File: src/sv/oeb_pkg.sv
// oeb_pkg: shared sizes, command codes and item types for the oldest-evict buffer
// no dependencies; used by oldest_evict_buffer

package oeb_pkg;

    localparam int ENTRIES    = 3;
    localparam int DATA_WIDTH = 32;
    localparam int IDX_W      = (ENTRIES > 1) ? $clog2(ENTRIES) : 1;
    localparam int STAMP_W    = 32;

    localparam logic CMD_ADD   = 1'b0;
    localparam logic CMD_CLEAR = 1'b1;

    typedef logic [DATA_WIDTH-1:0] t_data;
    typedef logic [STAMP_W-1:0]    t_stamp;
    typedef logic [IDX_W-1:0]      t_idx;
    typedef logic [ENTRIES-1:0]    t_mask;

    typedef struct packed {
        logic        cmd;
        logic [31:0] data;
    } t_in_item;

    typedef struct packed {
        logic [1:0]  slot;
        logic        evicted;
        logic [31:0] evicted_data;
    } t_result;

endpackage

File: src/sv/oldest_evict_buffer.sv
// oldest_evict_buffer: small replacement table that evicts its oldest entry when full
// depends on oeb_pkg (sizes, command codes, item structs)
// an accepted item is held in the input register, and its result is strobed from the result register
// throughput: one item per cycle; busy is never raised, the table and stamp compares are
// evaluated in full, combinationally, between the input register and the result register
// reset (synchronous, active low) empties every slot and zeroes the stamp counter
// the receiver cannot stall: each result is shown for one cycle with o_strobe high

module oldest_evict_buffer (
    input  logic              i_clk,
    input  logic              i_rst_n,
    input  logic              start,
    output logic              busy,
    input  oeb_pkg::t_in_item i_item,
    output logic              o_strobe,
    output oeb_pkg::t_result  o_result
);

    // input register stage
    logic              r_in_valid;
    oeb_pkg::t_in_item r_in;

    // table state
    oeb_pkg::t_mask  r_valid;
    oeb_pkg::t_stamp r_stamp [oeb_pkg::ENTRIES];
    oeb_pkg::t_data  r_data  [oeb_pkg::ENTRIES];
    oeb_pkg::t_stamp r_counter;

    // result register
    logic             r_strobe;
    oeb_pkg::t_result r_result;

    // next values and search results
    oeb_pkg::t_mask   n_valid;
    oeb_pkg::t_stamp  n_counter;
    oeb_pkg::t_result n_result;
    logic             full;
    oeb_pkg::t_mask   empty_mask;
    oeb_pkg::t_mask   first_empty_oh;
    oeb_pkg::t_mask   old_oh;
    oeb_pkg::t_mask   tgt_oh;
    oeb_pkg::t_idx    tgt_idx;
    oeb_pkg::t_data   victim_data;
    logic             do_add;
    logic             do_clear;

    // never holds off the sender: a new item fits in every cycle
    assign busy = 1'b0;

    always_ff @(posedge i_clk) begin
        if (!i_rst_n) begin
            r_in_valid <= 1'b0;
        end else begin
            r_in_valid <= start && !busy;
        end
        if (start && !busy) begin
            r_in <= i_item;
        end
    end

    assign do_add   = r_in_valid && (r_in.cmd == oeb_pkg::CMD_ADD);
    assign do_clear = r_in_valid && (r_in.cmd == oeb_pkg::CMD_CLEAR);

    // full check and lowest empty slot (isolate lowest set bit)
    assign full           = &r_valid;
    assign empty_mask     = ~r_valid;
    assign first_empty_oh = empty_mask & (~empty_mask + oeb_pkg::t_mask'(1));

    // oldest search as a compare matrix: slot i wins if it is strictly older than every
    // lower slot and no younger than every higher slot, so ties go to the lowest index
    always_comb begin
        old_oh = '0;
        for (int i = 0; i < oeb_pkg::ENTRIES; i++) begin
            old_oh[i] = 1'b1;
            for (int j = 0; j < oeb_pkg::ENTRIES; j++) begin
                if (j < i) begin
                    old_oh[i] = old_oh[i] && (r_stamp[i] < r_stamp[j]);
                end else if (j > i) begin
                    old_oh[i] = old_oh[i] && (r_stamp[i] <= r_stamp[j]);
                end
            end
        end
    end

    // when full the freed slot is the only empty one, so it is also the target
    assign tgt_oh = full ? old_oh : first_empty_oh;

    // one-hot to index, and victim data through a one-hot mux
    always_comb begin
        tgt_idx     = '0;
        victim_data = '0;
        for (int i = 0; i < oeb_pkg::ENTRIES; i++) begin
            if (tgt_oh[i]) begin
                tgt_idx = tgt_idx | oeb_pkg::t_idx'(i);
            end
            if (old_oh[i]) begin
                victim_data = victim_data | r_data[i];
            end
        end
    end

    always_comb begin
        n_valid   = r_valid;
        n_counter = r_counter;
        n_result  = r_result;
        if (do_clear) begin
            n_valid  = '0;
            n_result = '0;
        end else if (do_add) begin
            n_valid                = r_valid | tgt_oh;
            n_counter              = r_counter + oeb_pkg::t_stamp'(1);
            n_result.slot          = 2'(tgt_idx);
            n_result.evicted       = full;
            n_result.evicted_data  = full ? 32'(victim_data) : 32'd0;
        end
    end

    always_ff @(posedge i_clk) begin
        if (!i_rst_n) begin
            r_valid   <= '0;
            r_counter <= '0;
            r_strobe  <= 1'b0;
        end else begin
            r_valid   <= n_valid;
            r_counter <= n_counter;
            r_strobe  <= r_in_valid;
        end
        r_result <= n_result;
    end

    // stamp and data write for the chosen slot; a clear only drops the valid marks
    always_ff @(posedge i_clk) begin
        for (int i = 0; i < oeb_pkg::ENTRIES; i++) begin
            if (do_add && tgt_oh[i]) begin
                r_stamp[i] <= n_counter;
                r_data[i]  <= oeb_pkg::t_data'(r_in.data);
            end
        end
    end

    assign o_strobe = r_strobe;
    assign o_result = r_result;

    // an add into a full table must report an eviction
    a_full_evicts: assert property (@(posedge i_clk) disable iff (!i_rst_n)
        do_add && full |=> o_strobe && o_result.evicted)
        else $error("add into full table did not evict");

    // exactly one oldest slot whenever eviction can happen
    a_one_oldest: assert property (@(posedge i_clk) disable iff (!i_rst_n)
        r_in_valid && full |-> $onehot(old_oh))
        else $error("oldest search not one-hot");

    // no eviction means no victim data
    a_no_victim: assert property (@(posedge i_clk) disable iff (!i_rst_n)
        o_strobe && !o_result.evicted |-> o_result.evicted_data == 32'd0)
        else $error("victim data without eviction");

    // clear empties the table
    a_clear_empties: assert property (@(posedge i_clk) disable iff (!i_rst_n)
        do_clear |=> r_valid == '0)
        else $error("clear left valid slots");

    // each add advances the stamp counter by one
    a_stamp_step: assert property (@(posedge i_clk) disable iff (!i_rst_n)
        do_add |=> r_counter == $past(r_counter) + oeb_pkg::t_stamp'(1))
        else $error("stamp counter did not step");

endmodule

File: config.mk
export PLATFORM = sky130hd
export DESIGN_NAME = oldest_evict_buffer
export DESIGN_NICKNAME = d
export VERILOG_FILES = /design/src/sv/oeb_pkg.sv /design/src/sv/oldest_evict_buffer.sv
export SDC_FILE = /design/constraint.sdc
export NUM_CORES = 1
export LEC_CHECK = 0
export BUFFER_PORTS_ARGS = -buffer_cell sky130_fd_sc_hd__buf_4
export CAP_MARGIN = 20
export CELL_PAD_IN_SITES_DETAIL_PLACEMENT = 2
export CELL_PAD_IN_SITES_GLOBAL_PLACEMENT = 2
export CORE_AREA = 5 5 168 170
export DETAILED_ROUTE_END_ITERATION = 10
export DIE_AREA = 0 0 173 175
export HOLD_SLACK_MARGIN = 0.08
export PLACE_DENSITY_LB_ADDON = 0.1
export SYNTH_ARGS = -nofsm -noshare
export SYNTH_HDL_FRONTEND = slang
export SYNTH_SLANG_ARGS = --single-unit
File: constraint.sdc
create_clock -name i_clk -period 8.27 [get_ports i_clk]
set_input_delay 0.4135 -clock i_clk [delete_from_list [all_inputs] [get_ports i_clk]]
set_output_delay 0.4135 -clock i_clk [all_outputs]
set_load 0.01 [all_outputs]
==> flow_metrics.tcl <==
set metrics [dict create \
    outcome "complete, no violations" \
    vias 7694 \
    post_cts_buffers 0 \
    rsz0062_at_grt "false" \
    met2_length_mm 19.49 \
    yosysUniqueCellTypes 56 \
    period_needed_ps 4366 \
    ys_warn_count 0 \
    cts.htree.levels 1 \
    wl_per_cell_um 27.46 \
    layoutNonFillerInstCount 1341 \
    synthCells 849 \
    clk_transition_reported_paths_ps 70 \
    finalHoldWorstSlack_ps 321.9 \
    cp_common_cell "buf_4" \
    area_delta_synth_final_pct 18.98 \
    synth-seq-area-share 0.6701 \
    synthTopCellsByCount "edfxtp_1 (225), ha_1 (97), dfxtp_1 (72)" \
    criticalPathCategory "flop to flop" \
    power_mw 3.188 \
    critical_path_required_ps 8460 \
    antenna_found_initial 0 \
    drive_above_1_share 0.1400 \
    crit_arrival_ps 4560 \
    wirelength_mm 36.83 \
    clockBufferDepth 3 \
    port_buffers 71 \
    cts-root-buf "clkbuf_16" \
    avgSynthCellArea_um2 14.41 \
    path_delay_family "simple AND/OR/NAND/NOR gates" \
    fin_setup_tns_ps 0 \
    irDropWorstVdd_uv 143.9 \
    slowest_stage "nor2b_1" \
    syn_area_mm2 0.01223 \
    cap_violations 0 \
    fmax_mhz 229.1 \
    fin_worst_skew_ps 17.52 \
    drt-initial-drc-count 402 \
    dieHeight_um 175 \
    clk_latency_ps 570 \
    grt-ovfl-total 0 \
    synth_top_area_share 0.5523 \
    crit_chain "nor2b_1, nand4_4, or4_1, a211oi_4, buf_4, a31o_4, buf_4" \
    cts_tree "yes" \
    io_pins 73 \
    via_per_inst 5.738 \
    holdPathStages 2 \
    drtPass1Iterations 5 \
    fin_util 0.5477 \
    grt_pass1_wl_mm 56.83 \
    crit_path_start_kind "flop" \
    rr_startpoint "r_in_valid" \
    place_area_mm2 0.01318 \
    synthMostInstantiatedCell "edfxtp_1" \
    reg2reg_slack_ps 3900 \
    grt_max_degree 45 \
    reg2reg_depth 7 \
    hold_buffers 33 \
    min_to "r_counter[9]" \
    stdcell_area_mm2 0.01456 \
    nNetsFinal 1108 \
    coreArea_mm2 0.02658 \
    wl_met3_mm 1.478 \
    synth-seq-cells 297 \
    hold_viol 0 \
    start_util 0.4603 \
    critical_path_buf_inv_count 2 \
    powerDensity_mw_per_mm2 219.0 \
    max_slew_margin 0.2842 \
    dp_hpwl_mm 21.81 \
    place_congestion 0.8382 \
    grt_use_total 0.2424 \
    min_period_over_period 0.5279 \
    die-area_mm2 0.03028 \
    cp_max_fo 44 \
    drc 0 \
    die_x_um 173 \
    top_layer "met4" \
    antenna_cells 0 \
    clock-sinks 297 \
    async_reset_ff_frac 0 \
    rows 60 \
    dpl.cell_count 1250 \
    finalSetupViolations 0 \
    syn_nets 982 \
    pre_cts_ws_ps 4005 \
    worst_slack_ps 3904 \
    yosys-top-cells-area "edfxtp_1 (55%), dfxtp_1 (12%), ha_1 (9.9%)" \
    p_leak_nw 5.444 \
    yosysTopAreaCell "edfxtp_1" \
    ant_nets 0 \
    worstHoldStart "i_rst_n" \
    cts_resized 0 \
    numCtsBuffers 31 \
    maxSlewViolCount 0 \
    wirelength_met1_mm 15.03 \
    max_stage_delay_ps 890 \
    rr_endpoint "r_stamp[0][60]" \
    synth_edf_count 225 \
    hold_path_class "input port to flop" \
    worst_slew_pin_slew_ps 1071 \
    synth_ff_type "edfxtp_1" \
    endpoint_kind "flop" \
    grt_pass1_vias 9047 \
]
[cell type report]
type,count,area [um^2]
clock buffer,41,853.3
clock inverter,17,188.9
inverter,69,259.0
tap,341,426.7
timing repair buffer,111,915.9
fill,2369,12020
multi-input combinational,465,3714
sequential,297,8198
[worst max path at each step]
stage | from | depth (start not counted) | endpoint | slack, ps
final | r_in_valid | 7 | r_stamp[0][60] | 3900
after detailed placement | r_in_valid | 7 | r_stamp[0][62] | 4000
after CTS | r_in_valid | 7 | r_data[0][47] | 3930
after global placement | r_in_valid | 7 | r_data[0][56] | 4120
after floorplan | r_stamp[0][78] | 7 | r_data[0][64] | 2660
after global routing | r_in_valid | 7 | r_stamp[0][51] | 3680
[layer usage]
| layer | up-vias | global-route usage |
|---|---|---|
| met1 | 3953 | 0.2898 |
| met4 | 0 | 0.06352 |
| met3 | 61 | 0.03894 |
| li1 | 3480 | - |
| met5 | - | 0 |
| met2 | 200 | 0.4551 |
[power breakdown]
| part | switching [mW] | total (mW) | internal, mW | leakage (nW) |
|---|---|---|---|---|
| combinational | 0.0390 | 0.0684 | 0.0294 | 2.23 |
| sequential | 0.0208 | 1.65 | 1.63 | 2.70 |
| clock | 0.621 | 1.47 | 0.849 | 0.516 |
| total | 0.681 | 3.19 | 2.51 | 5.44 |
[flip-flops by register name, summed over array words and instances, names as in the netlist]
signal / count
o_result: 35
o_strobe: 1
r_counter: 32
r_data: 96
r_in: 33
r_in_valid: 1
r_stamp: 96
r_valid: 3
[worst register-to-register path, stage by stage (launching register included)]
cell      delay [ps]
dfxtp_1          490
nor2b_1          890
nand4_4          260
or4_1            540
a211oi_4         240
buf_4            450
a31o_4           430
buf_4            670
[kinds of logic after synthesis]
family,share of synthesized area
buf+inv,0.02935
other cells,0.0003065
simple gates,0.08142
compound gates,0.09645
mux,0.0009205
flops,0.6701
xor+xnor,0.02219
fa+ha+maj,0.09921
[placed cells by master (no fill, tap or decap), types with 5 or more instances in the layout]
cell type / count
dfxtp_1: 72
and4_1: 5
a21o_1: 8
nand4_1: 21
nand3_1: 28
clkbuf_16: 31
edfxtp_1: 225
dlygate4sd3_1: 33
xnor2_1: 22
xor2_1: 9
inv_1: 68
nand2_1: 35
nor2_1: 22
a221o_1: 35
or4_1: 5
a22o_1: 32
ha_1: 97
and2_1: 35
clkbuf_1: 6
o21ai_0: 15
buf_4: 78
a21oi_1: 38
clkinv_2: 7
(Power assumes the default switching activity.)
